[src/xdrt_pkg.sv]
package xdrt_pkg;

  localparam int ID_W      = 256;
  localparam int WORD_W    = 64;
  localparam int HOST_W    = 32;
  localparam int PORTS_W   = 32;
  localparam int SEEN_W    = 32;
  // Widest slot index over the whole legal range of table sizes (256 x 32).
  localparam int SLOT_W    = 13;
  localparam int CFG_IDX_W = 3;
  localparam int CFG_W     = 64;
  localparam int STATUS_W  = 3;

  localparam logic [CFG_IDX_W-1:0] REG_LOCAL_W0 = 3'd0;
  localparam logic [CFG_IDX_W-1:0] REG_LOCAL_W1 = 3'd1;
  localparam logic [CFG_IDX_W-1:0] REG_LOCAL_W2 = 3'd2;
  localparam logic [CFG_IDX_W-1:0] REG_LOCAL_W3 = 3'd3;
  localparam logic [CFG_IDX_W-1:0] REG_STALE    = 3'd4;

  localparam logic [31:0] STALE_RESET = 32'd60;

  localparam logic KIND_ADD  = 1'b0;
  localparam logic KIND_FIND = 1'b1;

  localparam logic [STATUS_W-1:0] ST_REFRESHED = 3'd0;
  localparam logic [STATUS_W-1:0] ST_INSERTED  = 3'd1;
  localparam logic [STATUS_W-1:0] ST_DROPPED   = 3'd2;
  localparam logic [STATUS_W-1:0] ST_REJECTED  = 3'd3;
  localparam logic [STATUS_W-1:0] ST_NEIGHBOR  = 3'd4;
  localparam logic [STATUS_W-1:0] ST_NONE      = 3'd5;

  // One stored peer.
  typedef struct packed {
    logic [ID_W-1:0]    id;
    logic [HOST_W-1:0]  host;
    logic [PORTS_W-1:0] ports;
    logic [SEEN_W-1:0]  seen;
  } entry_t;

  // A peer travelling along the sorting chain.
  typedef struct packed {
    logic               v;
    logic [ID_W-1:0]    id;
    logic [SLOT_W-1:0]  slot;
    logic [HOST_W-1:0]  host;
    logic [PORTS_W-1:0] ports;
  } cand_t;

endpackage

[src/xdrt_cell.sv]
module xdrt_cell (
  input  logic                    clk,
  input  logic                    rst,
  input  logic                    clr,
  input  logic                    shift,
  input  logic [xdrt_pkg::ID_W-1:0] tgt,
  input  xdrt_pkg::cand_t         din,
  input  xdrt_pkg::cand_t         nxt_held,
  output xdrt_pkg::cand_t         pass,
  output xdrt_pkg::cand_t         held
);
  import xdrt_pkg::*;

  logic [ID_W-1:0] dist_in;
  logic [ID_W-1:0] dist_held;
  logic            lt;

  // Keys are unique: distance first, then slot index as the tie break.
  assign dist_in   = din.id ^ tgt;
  assign dist_held = held.id ^ tgt;
  assign lt        = {dist_in, din.slot} < {dist_held, held.slot};

  always_ff @(posedge clk) begin
    if (rst || clr) begin
      held.v <= 1'b0;
      pass.v <= 1'b0;
    end else if (shift) begin
      held   <= nxt_held;
      pass.v <= 1'b0;
    end else if (din.v) begin
      if (!held.v) begin
        held   <= din;
        pass.v <= 1'b0;
      end else if (lt) begin
        held <= din;
        pass <= held;
      end else begin
        pass <= din;
      end
    end else begin
      pass.v <= 1'b0;
    end
  end

endmodule

[config.mk]
export PLATFORM = sky130hd
export DESIGN_NAME = xdrt_cell
export DESIGN_NICKNAME = d
export VERILOG_FILES = /design/src/xdrt_pkg.sv /design/src/xdrt_cell.sv
export SDC_FILE = /design/constraint.sdc
export NUM_CORES = 1
export LEC_CHECK = 0
export ABC_AREA = 1
export BUFFER_PORTS_ARGS = -buffer_cell sky130_fd_sc_hd__buf_2
export CAP_MARGIN = 20
export CORE_AREA = 2 2 626 628
export CTS_CLUSTER_SIZE = 14
export DETAILED_ROUTE_END_ITERATION = 10
export DIE_AREA = 0 0 628 630
export PLACE_DENSITY = 0.3
export SYNTH_ARGS = -nofsm -noshare
export SYNTH_HDL_FRONTEND = slang
export SYNTH_SLANG_ARGS = --single-unit
[constraint.sdc]
create_clock -name clk -period 43.8 [get_ports clk]
set_input_delay 10.95 -clock clk [delete_from_list [all_inputs] [get_ports clk]]
set_output_delay 10.95 -clock clk [all_outputs]
set_load 0.02 [all_outputs]
## Yosys cells after proc, flatten, opt, wreduce, memory -nomap -nowiden

Index checks and enable logic that the tools add are counted.

- Multiplexer cells: 5
- Order comparisons: 1
- Equal/unequal tests: 1
- Reductions and logical operators: 5
- Bitwise operators: 6

Operators by type and width:

| cell | count |
|---|---|
| 333-bit two-way mux | 3 |
| 334-bit two-way mux | 2 |
| 256-bit XOR | 2 |
| 269-bit < comparator | 1 |
| 1-bit NOT | 4 |
| 4-bit AND reduction | 1 |
| 4-bit OR reduction | 1 |
| 3-bit by 2-bit != test with 1-bit output, second input constant | 1 |
| 3-bit AND reduction | 1 |
| 2-bit nonzero test | 1 |
| 1-bit logical OR | 1 |

- Flip-flop bits (word level): 668
- Input bits: 928
- Word-level logic and storage cells: 28
- Output and inout port bits: 668

## Logic depth before layout (Yosys ltp)

Gate-level depths: netlist (run 1).

- Depth after elaboration: 6
- Depth in mapped cells: 23
- Depth with buffers taken out: 21

## Worst setup path after synthesis (run 1)

No wires, ideal clock.

- Path kind: input -> register
- From: input port shift
- To: register pass[333] (netlist bit)
- Buffers on the path: 4
- Arrival: 34.287 ns
- Setup time: 2.512 ns
- Slack: 7.001 ns
- Cell stages on the path: 7
- Cell sequence: clkbuf_1 > clkbuf_1 > clkbuf_1 > clkbuf_1 > nor2_1 > inv_1 > nor3_1

- Cells in the longest elaborated chain, start to end: 1

RTL lines:

| item | RTL line | text |
|---|---|---|
| start, declared | xdrt_cell.sv:5 | `input logic shift,` |
| 4-bit OR reduction (no line) | n/a |  |
| end signal, assigned | xdrt_cell.sv:36 | `pass <= held;` |
| end signal, assigned | xdrt_cell.sv:38 | `pass <= din;` |
| end, declared | xdrt_cell.sv:9 | `output xdrt_pkg::cand_t pass,` |

No other way between the ends.
A chain may end at the register's enable or synchronous reset.

## Worst setup path after layout (run 1)

- From: input port din[108] (netlist bit)
- To: register held[110] (netlist bit), enable pin

- Cells in the longest elaborated chain, start to end: 4

RTL lines:

| item | RTL line | text |
|---|---|---|
| start, declared | xdrt_cell.sv:7 | `input xdrt_pkg::cand_t din,` |
| 256-bit XOR | xdrt_cell.sv:19 | `assign dist_in = din.id ^ tgt;` |
| 269-bit < comparator | xdrt_cell.sv:21 | `assign lt = {dist_in, din.slot} < {dist_held, held.slot};` |
| 3-bit by 2-bit != test with 1-bit output (no line) | n/a |  |
| 3-bit AND reduction (no line) | n/a |  |
| end signal, assigned | xdrt_cell.sv:28 | `held <= nxt_held;` |
| end signal, assigned | xdrt_cell.sv:32 | `held <= din;` |
| end signal, assigned | xdrt_cell.sv:35 | `held <= din;` |
| end, declared | xdrt_cell.sv:10 | `output xdrt_pkg::cand_t held` |

No other way between the ends.

==> flow_summary.html, run 1 <==
<table>
<tr><th>Metric</th><th>Value</th></tr>
<tr><th colspan="2">Detailed routing</th></tr>
<tr><td>Drt first pass iters</td><td>6</td></tr>
<tr><td>Final routed wirelength across all metal layers</td><td>approximately 330 mm</td></tr>
<tr><td>Remaining routing DRC violations</td><td>0</td></tr>
<tr><td>Number of routed nets with antenna violations</td><td>0</td></tr>
<tr><td>Vias</td><td>about 44,000</td></tr>
<tr><td>Detail-routed net length per standard cell</td><td>27.4 um</td></tr>
<tr><td>Number of DRC markers in iteration 0</td><td>about 3,500</td></tr>
<tr><td>Vias per cell</td><td>~3.6</td></tr>
<tr><th colspan="2">CTS</th></tr>
<tr><td>Hold_buf cts</td><td>0</td></tr>
<tr><td>Number of buffers created by CTS</td><td>107</td></tr>
<tr><td>Buffer type at the clock tree root</td><td>sky130_fd_sc_hd__clkbuf_16</td></tr>
<tr><td>Clock network latency to the later pin of the worst-skew pair</td><td>0.87 ns</td></tr>
<tr><td>Number of buffers between clock root and the deepest sink</td><td>4</td></tr>
<tr><td>Clock slew at reported path FFs</td><td>roughly 0.060 ns</td></tr>
<tr><td>Level count of the clock H-tree</td><td>3</td></tr>
<tr><td>Post-CTS setup buffer count</td><td>0</td></tr>
<tr><td># clock sinks</td><td>668</td></tr>
<tr><td>CTS tree</td><td>built</td></tr>
<tr><td>Post-cts resize count</td><td>0</td></tr>
<tr><th colspan="2">Setup path</th></tr>
<tr><td>Max FO, Critical Path</td><td>54</td></tr>
<tr><td>Arrival time worst endpoint</td><td>17.51 ns</td></tr>
<tr><td>Req. time, crit path</td><td>approximately 44 ns</td></tr>
<tr><td>Stage delay of the slowest cell on the critical path</td><td>slightly above 0.8 ns</td></tr>
<tr><td>Worst setup SP type</td><td>input pin</td></tr>
<tr><td>Nature of the critical path endpoint</td><td>flip-flop</td></tr>
<tr><td>Top delay family on crit path</td><td>buffers and inverters</td></tr>
<tr><td>CP bufs+invs</td><td>6</td></tr>
<tr><td>Worst setup path category</td><td>input pin to flip-flop</td></tr>
<tr><td>Worst path slowest cell</td><td>sky130_fd_sc_hd__buf_4</td></tr>
<tr><td>CP most frequent cell</td><td>sky130_fd_sc_hd__nand2_1</td></tr>
<tr><td>Crit-path cells</td><td>buf_2 -&gt; inv_1 -&gt; nor2_1 -&gt; nor2_1 -&gt; nand2_1 -&gt; o21ai_0 -&gt; a21oi_1 -&gt; nand2_1 -&gt; a21oi_1 -&gt; nand2_1 -&gt; nand2_1 -&gt; nand2_1 -&gt; nand2_1 -&gt; nand2_1 -&gt; nand2_8 -&gt; nand2_8 -&gt; a21oi_4 -&gt; buf_4 -&gt; buf_4 -&gt; buf_4 -&gt; buf_4</td></tr>
<tr><th colspan="2">Power and ir drop</th></tr>
<tr><td>Power density over the cells</td><td>~36 nW/um^2</td></tr>
<tr><td>Static leakage power</td><td>26.6 nW</td></tr>
<tr><td>Maximum ir drop on the vdd rail</td><td>~0.000026 V</td></tr>
<tr><td>Total power consumption of the routed design</td><td>2.07 mW</td></tr>
<tr><th colspan="2">Job</th></tr>
<tr><td>Total of max-cap violations</td><td>0</td></tr>
<tr><th colspan="2">Yosys</th></tr>
<tr><td>FF+latch count, synth</td><td>between 600 and 700</td></tr>
<tr><td>Top cell type's share of synthesized area</td><td>between 50% and 60%</td></tr>
<tr><td>Syn Inst Count</td><td>~5,200</td></tr>
<tr><td>Syn_area_per_cell</td><td>about 7.6 sq um</td></tr>
<tr><td>Number of enable flip-flop cells after synthesis</td><td>around 670</td></tr>
<tr><td>Top-count cell post-synth</td><td>sky130_fd_sc_hd__nand2_1</td></tr>
<tr><td>Synth cell count leaders</td><td>sky130_fd_sc_hd__nand2_1 (2,013), sky130_fd_sc_hd__edfxtp_1 (666), sky130_fd_sc_hd__inv_1 (620), sky130_fd_sc_hd__o21ai_0 (511), sky130_fd_sc_hd__nand3_1 (442)</td></tr>
<tr><td>Ranking of synthesized cells by area</td><td>sky130_fd_sc_hd__edfxtp_1 (51%), sky130_fd_sc_hd__nand2_1 (19%), sky130_fd_sc_hd__o21ai_0 (6.5%)</td></tr>
<tr><td>Unique masters post-synth</td><td>43</td></tr>
<tr><td>Synth Warn #</td><td>0</td></tr>
<tr><td>Most instantiated flip-flop cell in the synthesis netlist</td><td>sky130_fd_sc_hd__edfxtp_1</td></tr>
<tr><td>Sequential share of the synthesized area</td><td>between 50% and 60%</td></tr>
<tr><td>Top cell type by total area after synthesis</td><td>sky130_fd_sc_hd__edfxtp_1</td></tr>
<tr><td>Post-Syn Area</td><td>around 39,000 sq um</td></tr>
<tr><td>Share of synthesized registers carrying an async set or reset</td><td>0%</td></tr>
<tr><td>Net count of the mapped netlist</td><td>roughly 6,100</td></tr>
<tr><th colspan="2">Global routing</th></tr>
<tr><td>Pin count of the biggest net entering global routing</td><td>about 130</td></tr>
<tr><td>Via count of the first global-routing pass</td><td>approximately 42,000</td></tr>
<tr><td>Global-route wire length before repair</td><td>approximately 430 mm</td></tr>
<tr><td>Global Route Usage Sum</td><td>16.1%</td></tr>
<tr><td>Antenna violations before repair</td><td>310</td></tr>
<tr><td>Total congestion overflow after global routing</td><td>0</td></tr>
<tr><th colspan="2">STA</th></tr>
<tr><td>Unrepaired setup endpoints after global routing</td><td>false</td></tr>
<tr><td>Final Hold Slack</td><td>0.576 ns</td></tr>
<tr><td>Transition time of the tightest slew-check pin</td><td>approximately 1.2 ns</td></tr>
<tr><td>Headroom to the max-slew limit</td><td>between 20% and 30%</td></tr>
<tr><td>Final hold violation count</td><td>0</td></tr>
<tr><td>Min Tclk post-route</td><td>~17 ns</td></tr>
<tr><td>Worst clock skew on the final layout</td><td>between 0.06 and 0.07 ns</td></tr>
<tr><td>Number of max-slew violations in the final report</td><td>0</td></tr>
<tr><td>Highest attainable clock frequency</td><td>between 50 and 60 MHz</td></tr>
<tr><td>Setup Total Neg Slack</td><td>0 ns</td></tr>
<tr><td>Portion of the clock cycle consumed by the worst path in the final layout</td><td>between 30% and 40%</td></tr>
<tr><td>Setup violation total in the final timing report</td><td>0</td></tr>
<tr><th colspan="2">Floorplanning</th></tr>
<tr><td># IOs</td><td>about 1,600</td></tr>
<tr><td>Die Y</td><td>630 um</td></tr>
<tr><td>Floorplan die width</td><td>628 um</td></tr>
<tr><td>DIE AREA</td><td>around 400,000 sq um</td></tr>
<tr><td>Effective utilization at floorplan</td><td>around a tenth</td></tr>
<tr><td>Core footprint</td><td>a little under 400,000 sq um</td></tr>
<tr><td>Row Count</td><td>roughly 230</td></tr>
<tr><th colspan="2">Place</th></tr>
<tr><td>Total of buffers placed on input and output ports</td><td>1,595</td></tr>
<tr><td>DP Area</td><td>53,400 sq um</td></tr>
<tr><td>Placed Instances</td><td>around 12,000</td></tr>
<tr><td>Routability congestion estimate from global placement</td><td>between 0.8 and 0.9</td></tr>
<tr><td>Detailed placement HPWL</td><td>279 mm</td></tr>
<tr><th colspan="2">Final layout</th></tr>
<tr><td>Final std cell area, no fill</td><td>roughly 57,000 sq um</td></tr>
<tr><td>Area growth, synth to finish</td><td>45.2%</td></tr>
<tr><td>Non-filler cells in the finished layout</td><td>12,114</td></tr>
<tr><td>Final layout net count</td><td>~7,700</td></tr>
<tr><td>Share of final-layout standard cells stronger than drive strength 1</td><td>between 20 and 30%</td></tr>
<tr><th colspan="2">Hold path</th></tr>
<tr><td>Worst hold path type</td><td>flip-flop to flip-flop</td></tr>
<tr><th colspan="2">Status</th></tr>
<tr><td>Result of the run</td><td>finished clean</td></tr>
</table>
final cells by class:
class | count | area (sq um)
Multi-Input combinational cell | 3694 | 16000
Tap cell | 5197 | 6500
Clock inverter | 67 | 713
Fill cell | 44868 | 331000
Antenna cell | 80 | 200
Sequential cell | 668 | 20000
Timing Repair Buffer | 1649 | 8440
Inverter | 633 | 2380
Clock buffer | 126 | 2770
kinds of logic after synthesis:
family,Yosys count,share of synthesized area (%)
AND/OR/NAND/NOR,2986,30.6
buffers and inverters,815,8.30
flip-flops,668,51.0
AO/OA/AOI/OAI,642,8.42
XOR/XNOR,40,0.892
multiplexers,13,0.373
adder cells (fa/ha/maj),13,0.414
registers in the layout, indices dropped and copies added, names as in the netlist:
name and flops:
pass 334, held 334
worst min-delay path: stages, from the launching register on:
cell and delay [ns]:
sky130_fd_sc_hd__edfxtp_1 0.34, sky130_fd_sc_hd__nand3_1 0.07, sky130_fd_sc_hd__nand2_1 0.06
per-stage QoR:
stage / worst slack (ns) / util, %
3_3_place_gp: 25.41 / 13.7
2_1_floorplan: 7.00 / -
6_report: 26.77 / 14.7
3_5_place_dp: 25.45 / 13.7
5_1_grt: 26.23 / 14.7
4_1_cts: 26.40 / 14.6
placed cells by master (no fill, tap or decap), types with 5 or more instances in the layout:
master                      count
sky130_fd_sc_hd__buf_2       1594
sky130_fd_sc_hd__nor2_1       440
sky130_fd_sc_hd__inv_1        620
sky130_fd_sc_hd__o21a_1         5
sky130_fd_sc_hd__xnor2_1       13
sky130_fd_sc_hd__edfxtp_1     666
sky130_fd_sc_hd__clkinv_2      19
sky130_fd_sc_hd__o21ai_1        7
sky130_fd_sc_hd__nor3_2        12
sky130_fd_sc_hd__diode_2       80
sky130_fd_sc_hd__mux2_2        13
sky130_fd_sc_hd__nand2_1     2013
sky130_fd_sc_hd__inv_6          5
sky130_fd_sc_hd__buf_4         51
sky130_fd_sc_hd__bufinv_16     13
sky130_fd_sc_hd__o211ai_1      14
sky130_fd_sc_hd__xor2_1        27
sky130_fd_sc_hd__inv_2         10
sky130_fd_sc_hd__o21ai_0      510
sky130_fd_sc_hd__a21oi_1       87
sky130_fd_sc_hd__o21bai_1      16
sky130_fd_sc_hd__clkinv_1      23
sky130_fd_sc_hd__nand3_1      442
sky130_fd_sc_hd__nand4_1        5
sky130_fd_sc_hd__ha_1          13
sky130_fd_sc_hd__clkbuf_16    108
sky130_fd_sc_hd__nand3b_1       6
sky130_fd_sc_hd__nor3_1        44
sky130_fd_sc_hd__clkbuf_1      18
worst paths after layout:
check | cells after the start | to | startpoint | slack (ns)
min | 2 | pass[28]$_DFFE_PP_ | held[28]$_DFFE_PP_ | 0.58
max reg2reg | 19 | held[110]$_DFFE_PP_ | held[108]$_DFFE_PP_ | 36.47
max | 21 | held[110]$_DFFE_PP_ | din[108] | 26.77
min reg2reg | 2 | pass[28]$_DFFE_PP_ | held[28]$_DFFE_PP_ | 0.58
per-layer routing:
metal,vias up,track usage (%),part of all wire (%)
li1,20018,-,-
met1,20803,18.0,38
met4,148,4.54,3.3
met5,-,0,0.28
met2,1930,27.3,48
met3,672,7.47,11
power breakdown:
part | switching (mW) | internal (mW)
registers | 0.0191 | 0.742
logic | 0.285 | 0.118
clock network | 0.377 | 0.527
total | 0.681 | 1.39
Note: power is estimated with default switching activity, not from simulation.
==> run 2: changes to the inputs <==
Settings changed: ABC_AREA 1 to 0, CORE_AREA 2 2 626 628 to 2 2 624 626, DIE_AREA 0 0 628 630 to 0 0 626 628.
Clock period 43.8 ns to 16.4 ns, I/O delays scaled along.
==> run 2 against run 1 <==
  * Sequential share of layout area grew 0.62 points
  * Clock-buffer cell count is the same
  * Power grew to 2.6 times the previous value
  * Critical endpoint is now pass[242]$_DFFE_PP_
==> flow_summary.html, run 2 <==
<table>
<tr><th>Metric</th><th>Value</th></tr>
<tr><th colspan="2">Power and ir drop</th></tr>
<tr><td>Power density over the cells</td><td>about 97 nW/um^2</td></tr>
<tr><td>Share of total power in combinational logic</td><td>~18%</td></tr>
<tr><td>Register share of total power</td><td>approximately 38%</td></tr>
<tr><td>Proportion of total power due to net switching</td><td>between 20 and 30%</td></tr>
<tr><td>Sw Pwr</td><td>about 1.6 mW</td></tr>
<tr><td>Static leakage power</td><td>~21 nW</td></tr>
<tr><td>Cell internal pwr</td><td>3.82 mW</td></tr>
<tr><td>Maximum ir drop on the vdd rail</td><td>0.0000880 V</td></tr>
<tr><td>Clock power frac</td><td>44.6%</td></tr>
<tr><th colspan="2">STA</th></tr>
<tr><td>Highest attainable clock frequency</td><td>between 100 and 150 MHz</td></tr>
<tr><td>Number of max-slew violations in the final report</td><td>0</td></tr>
<tr><td>Final Hold Slack</td><td>~0.57 ns</td></tr>
<tr><td>Portion of the clock cycle consumed by the worst path in the final layout</td><td>between 50 and 60%</td></tr>
<tr><td>Worst setup slack after layout</td><td>~6.6 ns</td></tr>
<tr><td>Transition time of the tightest slew-check pin</td><td>around 1.5 ns</td></tr>
<tr><td>Worst clock skew on the final layout</td><td>0.0711 ns</td></tr>
<tr><td>Setup violation total in the final timing report</td><td>0</td></tr>
<tr><td>Headroom to the max-slew limit</td><td>under 10%</td></tr>
<tr><td>Setup Total Neg Slack</td><td>0 ns</td></tr>
<tr><td>Final hold violation count</td><td>0</td></tr>
<tr><td>Min Tclk post-route</td><td>between 9 and 10 ns</td></tr>
<tr><td>Unrepaired setup endpoints after global routing</td><td>false</td></tr>
<tr><th colspan="2">Yosys</th></tr>
<tr><td>Most instantiated flip-flop cell in the synthesis netlist</td><td>sky130_fd_sc_hd__edfxtp_1</td></tr>
<tr><td>Adder and majority gate portion of the synthesized area</td><td>less than 1%</td></tr>
<tr><td>Synth Warn #</td><td>0</td></tr>
<tr><td>Share of synthesized registers carrying an async set or reset</td><td>0%</td></tr>
<tr><td>FF+latch count, synth</td><td>668</td></tr>
<tr><td>Sequential share of the synthesized area</td><td>a little over half</td></tr>
<tr><td>Dominant combinational cell family by area after synthesis</td><td>multiplexers</td></tr>
<tr><td>Multiplexer share of the synthesized area</td><td>between 20% and 30%</td></tr>
<tr><td>Synth cell count leaders</td><td>sky130_fd_sc_hd__edfxtp_1 (666), sky130_fd_sc_hd__mux2_2 (408), sky130_fd_sc_hd__nand2_1 (305), sky130_fd_sc_hd__nor2_1 (273), sky130_fd_sc_hd__mux2_4 (200)</td></tr>
<tr><td>Number of enable flip-flop cells after synthesis</td><td>666</td></tr>
<tr><td>Simple logic cell fraction of the synthesized area</td><td>between 10% and 20%</td></tr>
<tr><td>Top-count cell post-synth</td><td>sky130_fd_sc_hd__edfxtp_1</td></tr>
<tr><td>Net count of the mapped netlist</td><td>just under 4,000</td></tr>
<tr><td>Top cell type by total area after synthesis</td><td>sky130_fd_sc_hd__edfxtp_1</td></tr>
<tr><td>Post-Syn Area</td><td>38,200 sq um</td></tr>
<tr><td>Ranking of synthesized cells by area</td><td>sky130_fd_sc_hd__edfxtp_1 (52%), sky130_fd_sc_hd__mux2_2 (12%), sky130_fd_sc_hd__mux2_4 (7.9%)</td></tr>
<tr><td>Area share of xor/xnor cells in the synthesized design</td><td>under 10%</td></tr>
<tr><td>Unique masters post-synth</td><td>65</td></tr>
<tr><td>Syn Inst Count</td><td>roughly 2,900</td></tr>
<tr><td>Syn_area_per_cell</td><td>between 10 and 15 sq um</td></tr>
<tr><td>Compound-Gate Fraction of Synth Area</td><td>approximately 7.0%</td></tr>
<tr><td>Top cell type's share of synthesized area</td><td>between 50% and 60%</td></tr>
<tr><th colspan="2">Final layout</th></tr>
<tr><td>Share of final-layout standard cells stronger than drive strength 1</td><td>51.9%</td></tr>
<tr><td>Non-filler cells in the finished layout</td><td>9,942</td></tr>
<tr><td>Area growth, synth to finish</td><td>46.7%</td></tr>
<tr><td>Largest registers</td><td>held x334, pass x334</td></tr>
<tr><td>Most common library cell in the layout ignoring fill and taps</td><td>sky130_fd_sc_hd__buf_2</td></tr>
<tr><td>Final layout net count</td><td>roughly 5,600</td></tr>
<tr><td>Most frequent cells in the layout</td><td>sky130_fd_sc_hd__buf_2 (1,594), sky130_fd_sc_hd__edfxtp_1 (666), sky130_fd_sc_hd__mux2_2 (408), sky130_fd_sc_hd__nand2_1 (305), sky130_fd_sc_hd__nor2_1 (273)</td></tr>
<tr><td>Fill cell count</td><td>roughly 44,000</td></tr>
<tr><th colspan="2">Setup path</th></tr>
<tr><td>Cell count of the worst reg-to-reg path</td><td>12</td></tr>
<tr><td>Nature of the critical path endpoint</td><td>flip-flop</td></tr>
<tr><td>Worst setup path category</td><td>input pin to flip-flop</td></tr>
<tr><td>Max FO, Critical Path</td><td>roughly 90</td></tr>
<tr><td>Worst setup SP type</td><td>input pin</td></tr>
<tr><td>Worst R2R End</td><td>pass[242]$_DFFE_PP_</td></tr>
<tr><td>Launching point of the worst reg2reg path</td><td>held[322]$_DFFE_PP_</td></tr>
<tr><td>Req. time, crit path</td><td>between 15 and 20 ns</td></tr>
<tr><td>Crit-path cells</td><td>buf_2 -&gt; xor2_1 -&gt; nor4_1 -&gt; nor3b_1 -&gt; nand4_1 -&gt; or3_1 -&gt; nor3_2 -&gt; nand2_1 -&gt; a31oi_1 -&gt; or4_4 -&gt; buf_12 -&gt; buf_4 -&gt; mux2_4</td></tr>
<tr><td>Critical path launch point</td><td>din[322]</td></tr>
<tr><td>Worst path slowest cell</td><td>sky130_fd_sc_hd__buf_4</td></tr>
<tr><td>Stage delay of the slowest cell on the critical path</td><td>about 0.89 ns</td></tr>
<tr><td>Reg-to-reg setup timing slack</td><td>around 9.5 ns</td></tr>
<tr><td>Arrival time worst endpoint</td><td>between 10 and 15 ns</td></tr>
<tr><th colspan="2">Global routing</th></tr>
<tr><td>Antenna violations before repair</td><td>around 220</td></tr>
<tr><td>Via count of the first global-routing pass</td><td>roughly 33,000</td></tr>
<tr><td>Total congestion overflow after global routing</td><td>0</td></tr>
<tr><td>Pin count of the biggest net entering global routing</td><td>around 120</td></tr>
<tr><td>Global Route Usage Sum</td><td>about 14%</td></tr>
<tr><td>Global-route wire length before repair</td><td>between 300 and 400 mm</td></tr>
<tr><th colspan="2">CTS</th></tr>
<tr><td>Post-cts resize count</td><td>0</td></tr>
<tr><td>CTS tree</td><td>built</td></tr>
<tr><td>Number of buffers between clock root and the deepest sink</td><td>4</td></tr>
<tr><td>Post-CTS setup buffer count</td><td>0</td></tr>
<tr><td>Level count of the clock H-tree</td><td>3</td></tr>
<tr><td>Buffer type at the clock tree root</td><td>sky130_fd_sc_hd__clkbuf_16</td></tr>
<tr><td>Clock slew at reported path FFs</td><td>0.06 ns</td></tr>
<tr><td># clock sinks</td><td>~670</td></tr>
<tr><td>Number of buffers created by CTS</td><td>about 110</td></tr>
<tr><td>Clock network latency to the later pin of the worst-skew pair</td><td>~0.85 ns</td></tr>
<tr><td>Hold_buf cts</td><td>0</td></tr>
<tr><th colspan="2">Place</th></tr>
<tr><td>Placed Instances</td><td>roughly 9,700</td></tr>
<tr><td>Routability congestion estimate from global placement</td><td>slightly below 0.9</td></tr>
<tr><td>Detailed placement HPWL</td><td>244 mm</td></tr>
<tr><td>Pre-CTS WS</td><td>5.78 ns</td></tr>
<tr><td>Total of buffers placed on input and output ports</td><td>roughly 1,600</td></tr>
<tr><th colspan="2">Hold path</th></tr>
<tr><td>Hold path depth</td><td>1</td></tr>
<tr><td>Startpoint of the most critical hold path</td><td>held[30]$_DFFE_PP_</td></tr>
<tr><td>End of the worst hold path</td><td>pass[30]$_DFFE_PP_</td></tr>
<tr><td>Worst hold path type</td><td>flip-flop to flip-flop</td></tr>
<tr><th colspan="2">Detailed routing</th></tr>
<tr><td>Vias per cell</td><td>~3.4</td></tr>
<tr><td>Number of routed nets with antenna violations</td><td>0</td></tr>
<tr><td>Vias</td><td>33,490</td></tr>
<tr><td>Remaining routing DRC violations</td><td>0</td></tr>
<tr><td>Detail-routed net length per standard cell</td><td>~29 um</td></tr>
<tr><td>Drt first pass iters</td><td>7</td></tr>
<tr><td>Number of DRC markers in iteration 0</td><td>1,993</td></tr>
<tr><td>Final routed wirelength across all metal layers</td><td>about 290 mm</td></tr>
<tr><th colspan="2">Floorplanning</th></tr>
<tr><td>Effective utilization at floorplan</td><td>9.88%</td></tr>
<tr><td>DIE AREA</td><td>between 300,000 and 400,000 sq um</td></tr>
<tr><td>Die Y</td><td>around 630 um</td></tr>
<tr><td># IOs</td><td>1,596</td></tr>
<tr><td>Row Count</td><td>about 230</td></tr>
<tr><td>Floorplan die width</td><td>between 600 and 700 um</td></tr>
<tr><td>Core footprint</td><td>387,000 sq um</td></tr>
<tr><th colspan="2">Job</th></tr>
<tr><td>Total of max-cap violations</td><td>0</td></tr>
<tr><th colspan="2">Status</th></tr>
<tr><td>Result of the run</td><td>finished clean</td></tr>
</table>
==> run 2: cell count changes after synthesis, moves of 200 or more <==
cell / change
sky130_fd_sc_hd__nand3_1: -427
sky130_fd_sc_hd__mux2_4: +200
sky130_fd_sc_hd__nand2_1: -1708
sky130_fd_sc_hd__o21ai_0: -439
sky130_fd_sc_hd__mux2_2: +395
sky130_fd_sc_hd__inv_1: -596
==> run 2: per-layer routing <==
metal	global-route usage, %	share of wire [%]	routed length, um
met5	0	0.15	426
met4	3.00	2.8	7990
met3	3.28	6.2	17800
met2	27.3	54	156000
met1	15.0	37	105000
==> run 2: cell families after synthesis <==
group,Yosys count
buffers and inverters,98
adders and majority gates,13
AOI/OAI and AO/OA,399
xor gates and xnor gates,253
DFF,668
muxes,670
and+or+nand+nor,846
==> run 2: how the worst max path moves through the flow <==
| stage | end | slack, ns | depth (start not counted) |
|---|---|---|---|
| floorplan | pass[333]$_SDFF_PN0_ | 2.99 | 5 |
| global placement | pass[244]$_DFFE_PP_ | 5.10 | 13 |
| detailed placement | pass[242]$_DFFE_PP_ | 5.78 | 13 |
| CTS | pass[233]$_DFFE_PP_ | 6.67 | 13 |
| global route | pass[242]$_DFFE_PP_ | 6.46 | 13 |
| finish | pass[242]$_DFFE_PP_ | 6.57 | 13 |
==> run 2: cell type report <==
type	instances	area [sq um]	area share [%]
clock inverters	68	719	1.28
well taps	5197	6500	11.6
inverters	24	90.1	0.161
clock buffers	126	2780	4.96
multi-input cells	2181	17400	31.1
flip-flops and latches	668	20000	35.7
diodes	48	120	0.214
repair buffers	1630	8390	15.0
==> run 2: metrics by stage <==
stage               util [%]  instance area (sq um)  power [mW]
detailed placement      13.6                  52500        3.06
global route            14.5                  56000        5.64
CTS                     14.5                  56000        5.56
finish                  14.5                  56100        5.42
global placement        13.5                  52400        3.05
floorplan                  -                  38200        2.63
==> run 2: critical path, delay by kind of cell <==
kind / cells / cell delay, ns
XOR/XNOR: 1 / 0.19
multiplexers: 1 / 0.35
AO/OA/AOI/OAI: 1 / 0.24
AND/OR/NAND/NOR: 7 / 3.29
buffers and inverters: 3 / 1.39
==> run 2: power groups by stage <==
| stage | sequential [mW] | combinational, mW | clock, mW |
|---|---|---|---|
| after floorplan | 2.10 | 0.535 | 0 |
| after global placement | 2.07 | 0.984 | 0 |
| after detailed placement | 2.07 | 0.987 | 0 |
| after CTS | 2.03 | 0.993 | 2.53 |
| after global routing | 2.04 | 1.04 | 2.57 |
| final | 2.03 | 0.973 | 2.42 |
